==> config.mk <==
export PLATFORM = sky130hd
export DESIGN_NAME = midi_trigger_matcher_flat
export DESIGN_NICKNAME = d
export VERILOG_FILES = /design/src/mtm_pkg.sv /design/src/mtm_if.sv /design/src/mtm_ctrl.sv /design/src/mtm_dp.sv /design/src/midi_trigger_matcher.sv /design/src/flat_wrapper.sv
export SDC_FILE = /design/constraint.sdc
export NUM_CORES = 2
export LEC_CHECK = 0
export BUFFER_PORTS_ARGS = -buffer_cell sky130_fd_sc_hd__clkbuf_2
export CORE_MARGIN = 2
export CORE_UTILIZATION = 45
export CTS_BUF_LIST = sky130_fd_sc_hd__clkbuf_8
export CTS_CLUSTER_DIAMETER = 150
export DETAILED_ROUTE_END_ITERATION = 8
export HOLD_SLACK_MARGIN = 0.06
export SLEW_MARGIN = 10
export SYNTH_ARGS = -nofsm -noshare
export SYNTH_HDL_FRONTEND = slang
export SYNTH_SLANG_ARGS = --single-unit
==> constraint.sdc <==
create_clock -name clk -period 4.8 [get_ports clk]
set_clock_uncertainty 0.2 [all_clocks]
set_input_delay 0.24 -clock clk [delete_from_list [all_inputs] [get_ports clk]]
set_output_delay 0.24 -clock clk [all_outputs]
set_load 0.02 [all_outputs]
==> src/mtm_pkg.sv <==
// ============================================================================
// MIDI trigger matcher package
// Shared types, codes and sizes for the trigger matcher block.
// ============================================================================
package mtm_pkg;

    // Table geometry.
    localparam int TABLE_DEPTH = 32;
    localparam int PORT_COUNT  = 2;
    localparam int IDX_W       = 5;
    localparam int PORT_W      = 1;
    localparam int ADDR_W      = PORT_W + IDX_W;
    localparam int TABLE_WORDS = 2 ** ADDR_W;
    localparam int CNT_W       = $clog2(TABLE_DEPTH + 1);

    // MIDI byte constants.
    localparam logic [3:0] CLS_NOTE_ON = 4'h9;
    localparam logic [3:0] CLS_CTRL    = 4'hB;
    localparam logic [3:0] CLS_PROG    = 4'hC;
    localparam logic [3:0] CLS_PRESS   = 4'hD;

    // Item kinds carried on the input channel.
    typedef enum logic [1:0] {
        MODE_BYTE   = 2'd0,
        MODE_WRITE  = 2'd1,
        MODE_SET    = 2'd2,
        MODE_CLEAR  = 2'd3
    } mode_t;

    // Message kinds held in the trigger table.
    typedef enum logic [2:0] {
        KIND_NONE     = 3'd0,
        KIND_PROG     = 3'd1,
        KIND_CTRL     = 3'd2,
        KIND_NOTE_ON  = 3'd3,
        KIND_NOTE_OFF = 3'd4
    } kind_t;

    // Parser phase of one receive port.
    typedef enum logic [1:0] {
        PH_STATUS = 2'd0,
        PH_FIRST  = 2'd1,
        PH_SECOND = 2'd2
    } phase_t;

    // Controller states.
    typedef enum logic [1:0] {
        ST_IDLE    = 2'd0,
        ST_SCAN    = 2'd1,
        ST_RESOLVE = 2'd2
    } state_t;

    typedef struct packed {
        logic [1:0] mode;
        logic       rx_port;
        logic [7:0] midi_byte;
        logic [4:0] entry_index;
        logic [2:0] entry_type;
        logic [3:0] entry_channel;
        logic [6:0] entry_first;
        logic [6:0] entry_second;
    } in_item_t;

    typedef struct packed {
        logic [4:0] preset_index;
        logic       match_port;
    } out_item_t;

    typedef struct packed {
        logic [2:0] kind;
        logic [3:0] chan;
        logic [6:0] first;
        logic [6:0] second;
    } entry_t;

    // Commands from the controller to the datapath.
    typedef struct packed {
        logic take;
        logic scan;
        logic emit;
    } mtm_cmd_t;

    // Status from the datapath to the controller.
    typedef struct packed {
        logic msg_done;
        logic hit;
        logic scan_end;
        logic same_active;
        logic out_busy;
    } mtm_stat_t;

endpackage

==> src/mtm_if.sv <==
// ============================================================================
// MIDI trigger matcher channels
// Valid/ready channels for input items and result items.
// ============================================================================
interface mtm_in_if import mtm_pkg::*; ();
    logic     valid;
    logic     ready;
    in_item_t data;

    modport source (output valid, output data, input ready);
    modport sink   (input valid, input data, output ready);
endinterface

interface mtm_out_if import mtm_pkg::*; ();
    logic      valid;
    logic      ready;
    out_item_t data;

    modport source (output valid, output data, input ready);
    modport sink   (input valid, input data, output ready);
endinterface

==> src/mtm_ctrl.sv <==
// ============================================================================
// MIDI trigger matcher controller
// Sequences item intake, the table scan and the emission of a result.
// ============================================================================
module mtm_ctrl import mtm_pkg::*;
(
    input  logic      clk,
    input  logic      rst_n,
    input  logic      in_valid,
    output logic      in_ready,
    input  mtm_stat_t stat,
    output mtm_cmd_t  cmd
);

    state_t state_reg;
    state_t state_next;

    // State register.
    always_ff @(posedge clk or negedge rst_n)
    begin
        if (!rst_n)
        begin
            state_reg <= ST_IDLE;
        end
        else
        begin
            state_reg <= state_next;
        end
    end

    // Next state.
    always_comb
    begin
        state_next = state_reg;
        case (state_reg)
            ST_IDLE:
            begin
                if (in_valid && stat.msg_done)
                begin
                    state_next = ST_SCAN;
                end
            end
            ST_SCAN:
            begin
                if (stat.hit)
                begin
                    state_next = ST_RESOLVE;
                end
                else if (stat.scan_end)
                begin
                    state_next = ST_IDLE;
                end
            end
            ST_RESOLVE:
            begin
                if (stat.same_active || !stat.out_busy)
                begin
                    state_next = ST_IDLE;
                end
            end
            default:
            begin
                state_next = ST_IDLE;
            end
        endcase
    end

    // Outputs.
    always_comb
    begin
        in_ready = 1'b0;
        cmd      = '0;
        case (state_reg)
            ST_IDLE:
            begin
                in_ready = 1'b1;
                cmd.take = in_valid;
            end
            ST_SCAN:
            begin
                cmd.scan = 1'b1;
            end
            ST_RESOLVE:
            begin
                cmd.emit = !stat.same_active && !stat.out_busy;
            end
            default:
            begin
                in_ready = 1'b0;
            end
        endcase
    end

endmodule

==> src/mtm_dp.sv <==
// ============================================================================
// MIDI trigger matcher datapath
// Byte parsers, trigger table memory, scan pipeline, active preset and
// result register.
// ============================================================================
module mtm_dp import mtm_pkg::*;
(
    input  logic      clk,
    input  logic      rst_n,
    input  in_item_t  in_data,
    input  mtm_cmd_t  cmd,
    output mtm_stat_t stat,
    output logic      out_valid,
    input  logic      out_ready,
    output out_item_t out_data
);

    // Parser state, one slot per port.
    logic [7:0] status_reg [PORT_COUNT];
    logic [6:0] first_reg  [PORT_COUNT];
    phase_t     phase_reg  [PORT_COUNT];

    // Trigger table and its valid bits.
    entry_t           table_mem [TABLE_WORDS];
    logic [TABLE_WORDS-1:0] entry_valid_reg;
    entry_t           rd_data_reg;

    // Message key under search.
    logic [2:0]       key_kind_reg;
    logic [3:0]       key_chan_reg;
    logic [6:0]       key_first_reg;
    logic [6:0]       key_second_reg;
    logic             key_use2_reg;
    logic             key_port_reg;

    // Scan pipeline.
    logic [CNT_W-1:0] rd_cnt_reg;
    logic             cmp_v_reg;
    logic [IDX_W-1:0] cmp_idx_reg;
    logic [IDX_W-1:0] hit_idx_reg;

    // Active preset and result register.
    logic [IDX_W-1:0] active_index_reg;
    logic             active_valid_reg;
    logic             out_valid_reg;
    out_item_t        out_data_reg;

    logic             port_ok;
    logic             idx_ok;
    logic             is_status;
    logic [3:0]       cls;
    phase_t           cur_phase;
    logic             done_prog;
    logic             done_two;
    logic [2:0]       two_kind;
    logic             msg_done;
    logic             rd_issue;
    logic             entry_match;

    // Decode of the item on the input channel.
    always_comb
    begin
        port_ok   = 32'(in_data.rx_port) < PORT_COUNT;
        idx_ok    = 32'(in_data.entry_index) < TABLE_DEPTH;
        is_status = in_data.midi_byte[7];
        cls       = status_reg[in_data.rx_port][7:4];
        cur_phase = phase_reg[in_data.rx_port];
        done_prog = !is_status && cur_phase == PH_FIRST && cls == CLS_PROG;
        done_two  = !is_status && cur_phase == PH_SECOND;
        case (cls)
            CLS_CTRL:    two_kind = KIND_CTRL;
            CLS_NOTE_ON: two_kind = KIND_NOTE_ON;
            default:     two_kind = KIND_NOTE_OFF;
        endcase
        msg_done  = mode_t'(in_data.mode) == MODE_BYTE && port_ok
                    && (done_prog || done_two);
    end

    // Byte parsers.
    always_ff @(posedge clk or negedge rst_n)
    begin
        if (!rst_n)
        begin
            for (int p = 0; p < PORT_COUNT; p++)
            begin
                status_reg[p] <= '0;
                first_reg[p]  <= '0;
                phase_reg[p]  <= PH_STATUS;
            end
        end
        else if (cmd.take && port_ok && mode_t'(in_data.mode) == MODE_BYTE)
        begin
            if (is_status)
            begin
                status_reg[in_data.rx_port] <= in_data.midi_byte;
                phase_reg[in_data.rx_port]  <= PH_FIRST;
            end
            else if (cur_phase == PH_FIRST)
            begin
                first_reg[in_data.rx_port] <= in_data.midi_byte[6:0];
                if (cls == CLS_PROG || cls == CLS_PRESS)
                begin
                    phase_reg[in_data.rx_port] <= PH_STATUS;
                end
                else
                begin
                    phase_reg[in_data.rx_port] <= PH_SECOND;
                end
            end
            else if (cur_phase == PH_SECOND)
            begin
                phase_reg[in_data.rx_port] <= PH_STATUS;
            end
        end
    end

    // Capture the completed message as the search key.
    always_ff @(posedge clk)
    begin
        if (cmd.take && msg_done)
        begin
            key_chan_reg   <= status_reg[in_data.rx_port][3:0];
            key_port_reg   <= in_data.rx_port;
            if (done_prog)
            begin
                key_kind_reg   <= KIND_PROG;
                key_first_reg  <= in_data.midi_byte[6:0];
                key_second_reg <= '0;
                key_use2_reg   <= 1'b0;
            end
            else
            begin
                key_kind_reg   <= two_kind;
                key_first_reg  <= first_reg[in_data.rx_port];
                key_second_reg <= in_data.midi_byte[6:0];
                key_use2_reg   <= 1'b1;
            end
        end
    end

    // Table memory: one write port for table-write items, one read port for the scan.
    assign rd_issue = cmd.scan && 32'(rd_cnt_reg) < TABLE_DEPTH;

    always_ff @(posedge clk)
    begin
        if (cmd.take && port_ok && idx_ok && mode_t'(in_data.mode) == MODE_WRITE)
        begin
            table_mem[{in_data.rx_port, in_data.entry_index}] <=
                '{kind: in_data.entry_type, chan: in_data.entry_channel,
                  first: in_data.entry_first, second: in_data.entry_second};
        end
        if (rd_issue)
        begin
            rd_data_reg <= table_mem[{key_port_reg, rd_cnt_reg[IDX_W-1:0]}];
        end
    end

    // Valid bits: an entry never written reads as type none.
    always_ff @(posedge clk or negedge rst_n)
    begin
        if (!rst_n)
        begin
            entry_valid_reg <= '0;
        end
        else if (cmd.take && port_ok && idx_ok && mode_t'(in_data.mode) == MODE_WRITE)
        begin
            entry_valid_reg[{in_data.rx_port, in_data.entry_index}] <= 1'b1;
        end
    end

    // Scan counters: the read address leads the compare by the registered table read.
    always_ff @(posedge clk or negedge rst_n)
    begin
        if (!rst_n)
        begin
            rd_cnt_reg  <= '0;
            cmp_v_reg   <= 1'b0;
            cmp_idx_reg <= '0;
        end
        else if (cmd.take)
        begin
            rd_cnt_reg <= '0;
            cmp_v_reg  <= 1'b0;
        end
        else if (cmd.scan)
        begin
            cmp_v_reg   <= rd_issue;
            cmp_idx_reg <= rd_cnt_reg[IDX_W-1:0];
            if (rd_issue)
            begin
                rd_cnt_reg <= rd_cnt_reg + CNT_W'(1);
            end
        end
    end

    // Compare of the entry read in the previous cycle, and the status bundle.
    always_comb
    begin
        entry_match = entry_valid_reg[{key_port_reg, cmp_idx_reg}]
                      && rd_data_reg.kind == key_kind_reg
                      && rd_data_reg.chan == key_chan_reg
                      && rd_data_reg.first == key_first_reg
                      && (!key_use2_reg || rd_data_reg.second == key_second_reg);
        stat.msg_done    = msg_done;
        stat.hit         = cmd.scan && cmp_v_reg && entry_match;
        stat.scan_end    = cmd.scan && cmp_v_reg
                           && 32'(cmp_idx_reg) == TABLE_DEPTH - 1;
        stat.same_active = active_valid_reg && active_index_reg == hit_idx_reg;
        stat.out_busy    = out_valid_reg;
    end

    // Index of the first matching entry.
    always_ff @(posedge clk)
    begin
        if (stat.hit)
        begin
            hit_idx_reg <= cmp_idx_reg;
        end
    end

    // Active preset.
    always_ff @(posedge clk or negedge rst_n)
    begin
        if (!rst_n)
        begin
            active_index_reg <= '0;
            active_valid_reg <= 1'b1;
        end
        else if (cmd.emit)
        begin
            active_index_reg <= hit_idx_reg;
            active_valid_reg <= 1'b1;
        end
        else if (cmd.take && port_ok)
        begin
            if (mode_t'(in_data.mode) == MODE_SET && idx_ok)
            begin
                active_index_reg <= in_data.entry_index;
                active_valid_reg <= 1'b1;
            end
            else if (mode_t'(in_data.mode) == MODE_CLEAR)
            begin
                active_valid_reg <= 1'b0;
            end
        end
    end

    // Result register.
    always_ff @(posedge clk or negedge rst_n)
    begin
        if (!rst_n)
        begin
            out_valid_reg <= 1'b0;
        end
        else if (cmd.emit)
        begin
            out_valid_reg <= 1'b1;
        end
        else if (out_ready)
        begin
            out_valid_reg <= 1'b0;
        end
    end

    always_ff @(posedge clk)
    begin
        if (cmd.emit)
        begin
            out_data_reg.preset_index <= hit_idx_reg;
            out_data_reg.match_port   <= key_port_reg;
        end
    end

    assign out_valid = out_valid_reg;
    assign out_data  = out_data_reg;

endmodule

==> src/midi_trigger_matcher.sv <==
// ============================================================================
// MIDI trigger matcher
// Two MIDI byte parsers whose completed messages select presets through
// per-port trigger tables.
// ============================================================================
//
// Channel   Direction  Carries
// request   in         MIDI bytes, table writes, set and clear of the active preset
// result    out        preset newly selected and the port it came from
//
// A byte that completes no message, a table write and a set or clear are taken
// without a scan. A completed message starts a scan of the port's 32 table
// entries, one entry per cycle through the registered table read port. The
// result register holds a finished item while the next request is taken; a
// match stalls only if that register is still full. Reset is asynchronous and
// clears all parser state and the table valid bits and sets the active preset
// to index 0 at once; no clearing pass is needed.
module midi_trigger_matcher import mtm_pkg::*;
(
    input  logic      clk,
    input  logic      rst_n,
    mtm_in_if.sink    request,
    mtm_out_if.source result
);

    mtm_cmd_t  cmd;
    mtm_stat_t stat;

    // Sequencer.
    mtm_ctrl u_ctrl
    (
        .clk      (clk),
        .rst_n    (rst_n),
        .in_valid (request.valid),
        .in_ready (request.ready),
        .stat     (stat),
        .cmd      (cmd)
    );

    // Parsers, table and result register.
    mtm_dp u_dp
    (
        .clk       (clk),
        .rst_n     (rst_n),
        .in_data   (request.data),
        .cmd       (cmd),
        .stat      (stat),
        .out_valid (result.valid),
        .out_ready (result.ready),
        .out_data  (result.data)
    );

endmodule
==> src/flat_wrapper.sv <==
// flat-port wrapper written by rule: the top's interface ports become plain ports
module midi_trigger_matcher_flat import mtm_pkg::*;
  (clk, rst_n, request_valid, request_data, request_ready, result_valid, result_data, result_ready);
  mtm_in_if request_i ();
  mtm_out_if result_i ();
  input  logic clk;
  input  logic rst_n;
  input wire logic [$bits(request_i.valid)-1:0] request_valid;
  input wire logic [$bits(request_i.data)-1:0] request_data;
  output wire logic [$bits(request_i.ready)-1:0] request_ready;
  output wire logic [$bits(result_i.valid)-1:0] result_valid;
  output wire logic [$bits(result_i.data)-1:0] result_data;
  input wire logic [$bits(result_i.ready)-1:0] result_ready;
  assign request_i.valid = request_valid;
  assign request_i.data = request_data;
  assign request_ready = request_i.ready;
  assign result_valid = result_i.valid;
  assign result_data = result_i.data;
  assign result_i.ready = result_ready;
  midi_trigger_matcher u_core (.clk(clk), .rst_n(rst_n), .request(request_i), .result(result_i));
endmodule
==> run summary <==
Status - completed
Mapped Cells - 2,548
Worst VDD drop - 0.381 mV
Total congestion overflow - 0
Clock Tree Root - clkbuf_8
Global-route usage over all layers - 22.7%
Avg Inst Size Synth - 22.9 um2
Layout Cells excl Fill - 4,830
Drt first pass iters - 6
Final setup fails - 0
Post-DP HPWL - 82.4 mm
Placer congestion estimate - 0.837
Mapped Area - 0.0584 mm2
Final count of hold timing violations - 0
Worst-margin pin slew - 1.09 ns
Ys flop type - edfxtp_1
Netlist cell types - 55
WHS Endpoint - u_core.u_dp.table_mem[14][14]
PD cells - 471 mW/mm2
Setup Buffers After CTS - 0
Ys async rst share - 7.84%
WL per Instance - 30.6 um
# IOs - 49
CORE AREA - 0.129 mm2
Register-to-register setup slack - 0.99 ns
Worst Hold Class - in -> reg
TNS Setup - 0 ns
TritonCTS buffer count - 232
RSZ-0062 raised after global routing - false
Final worst path period need - 3.81 ns
Leak - 21.5 nW
DRC - 0
Crit path launch type - flip-flop
Area grow syn2layout - 14.1%
Critical Path RT - 5.24 ns
CTS clk-pin slew, worst paths - 0.07 ns
Combinational family with the most area after synthesis - multiplexers
CTS tree - yes
Max cap viols - 0
Post-DRT Antenna Nets - 0
Slew headroom - 27.1%
Max Slew Vio Count - 0
Compound-gate portion of the synthesized area - 1.09%
Seq/Total Area, Yosys - 77.0%
Starting Density - 45.2%
Multiplexer share of the synthesized area - 17.9%
Hold path depth - 2
Worst-Skew Late Latency - 0.94 ns
Flops & latches, synth - 1,518
Vias per inst - 5.85
Largest register FFs - 1,344
Synth Area in Simple Gates - 2.45%
TritonCTS Sinks - 1,518
Post-synth EDFFs - 1,399
Setup crit end kind - flip-flop
Total power - 31.4 mW
R2R Path Start - u_core.u_dp.rd_cnt_reg[1]
Synth Area in XOR/XNOR - 0.435%
Reg2reg end - u_core.u_dp.rd_data_reg[9]
CTS Buffer Depth - 3
Largest net degree at the start of global routing - 68
Max FO, Critical Path - 42
Synth warn - 0
Die height - 364 um
Total routed wirelength - 148 mm
1st-iter DRT viols - 3,428
Die X - 364 um
Share of cells above drive strength 1 - 36.1%
First-pass GRT wire length - 210 mm
Routed vias - 28,300
Initial antenna violation count - 9
Max frequency - 263 MHz
Placed cells - 4,337
Crit Path Class - reg -> reg
H-tree Lvls - 4
Synthesized Nets - 2,590
Full die area - 0.133 mm2
Min-delay src - request_data[14]
CTS Hold Bufs - 59
Synth Area in Adders - 0.0214%
Reg2reg path depth - 5
Critical Path AT - 4.25 ns
Nets - 2,932
Vias in the first global route - 29,000
Period utilization - 79.3%
Port Buffers - 48
Post_cts resized - 0
FP Rows - 132
## worst max-delay path, stage by stage (launching register included)
cell,delay (ns)
dfrtp_4,0.73
buf_4,0.63
mux4_2,0.42
mux4_2,0.51
a22oi_1,0.84
nand2_1,0.12
## synth_stat cells, types with 2 or more instances
cell,n,area share [%]
nor3_1,7,0.060
buf_1,12,0.077
a22o_1,3,0.045
a221oi_1,2,0.030
buf_4,15,0.19
buf_2,25,0.21
nor4_1,6,0.064
nand2b_1,8,0.086
and2_1,3,0.032
nand2_1,50,0.32
clkbuf_1,74,0.48
nor2_2,2,0.021
inv_1,9,0.058
a21oi_1,4,0.034
a22oi_1,46,0.59
xor2_1,19,0.28
o31a_1,2,0.030
nand3_1,10,0.086
or3_1,3,0.032
or2_2,69,0.74
mux2_2,58,1.1
nand4_1,3,0.032
nor2_1,74,0.48
edfxtp_1,1399,72
xnor2_1,10,0.15
o31ai_1,2,0.026
o41ai_1,4,0.060
mux2i_1,10,0.17
and3_1,5,0.054
a31oi_1,2,0.021
nand3b_1,9,0.12
dfrtp_1,118,5.1
buf_6,4,0.077
o21ai_0,16,0.14
mux4_2,430,17
nor2b_1,13,0.14
o22ai_1,2,0.021
nand4b_1,2,0.030
nor3b_2,2,0.043
## cell usage in the layout (no fill, tap or decap), drive strengths merged, types with 9 or more instances in the layout
master          n
clkbuf        292
dlygate4sd3    59
mux2           58
mux4          430
xnor2          10
nor2           76
nand3          10
buf           133
nor2b          13
nand3b          9
edfxtp       1399
or2            69
o21ai          16
clkinv         87
bufinv         10
dfrtp         118
xor2           19
mux2i          10
nand2          50
inv            85
a22oi          46
## cell type report
type,count,area [um2]
clock buffer,246,3390
fill,10000,62500
clock inverter,181,1060
inverter,9,33.8
sequential,1518,45000
antenna,5,12.5
multi-input combinational,891,13000
timing repair buffer,238,2000
tap,1742,2180
## worst max path at each step
stage	from	end	cells after the start
2_1_floorplan	u_core.u_ctrl.state_reg[0]	u_core.u_dp.table_mem[46][0]	4
3_3_place_gp	u_core.u_dp.rd_cnt_reg[0]	u_core.u_dp.rd_data_reg[9]	5
3_5_place_dp	u_core.u_dp.rd_cnt_reg[0]	u_core.u_dp.rd_data_reg[9]	5
4_1_cts	u_core.u_dp.rd_cnt_reg[1]	u_core.u_dp.rd_data_reg[9]	5
5_1_grt	request_valid	u_core.u_dp.table_mem[39][15]	8
6_report	u_core.u_dp.rd_cnt_reg[1]	u_core.u_dp.rd_data_reg[9]	5
## through the flow
step | hold slack, ns | setup WS [ns] | util, % | area (um2)
after floorplan | -0.256 | 0.439 | - | 58400
after global placement | 0.0228 | 1.01 | 47.6 | 61500
after detailed placement | 0.0363 | 1.03 | 47.7 | 61500
after CTS | 0.103 | 0.987 | 51.6 | 66600
after global routing | 0.0632 | 0.929 | 51.6 | 66600
final | 0.0975 | 0.994 | 51.6 | 66600
## per-layer routing
metal / wire length [um] / track usage [%]
met5: 34 / 0
met4: 3080 / 6.12
met3: 11200 / 4.66
met2: 72300 / 36.1
met1: 61400 / 32.1
## power by group
group | switching (mW) | total, mW | internal (mW)
Sequential | 0.350 | 15.1 | 14.8
Combinational | 2.94 | 6.07 | 3.13
Clock | 4.96 | 10.2 | 5.27
Total | 8.25 | 31.4 | 23.2
## logic make-up (layout without fill, tap and decap cells)
family                     Yosys count  after routing
DFF                               1518           1518
AOI/OAI and AO/OA                   89             89
and+or+nand+nor                    274            274
xor gates and xnor gates            29             29
muxes                              498            498
buffers and inverters              139            674
adders and majority gates            1              1
other                                0              5
(Power assumes the default switching activity.)
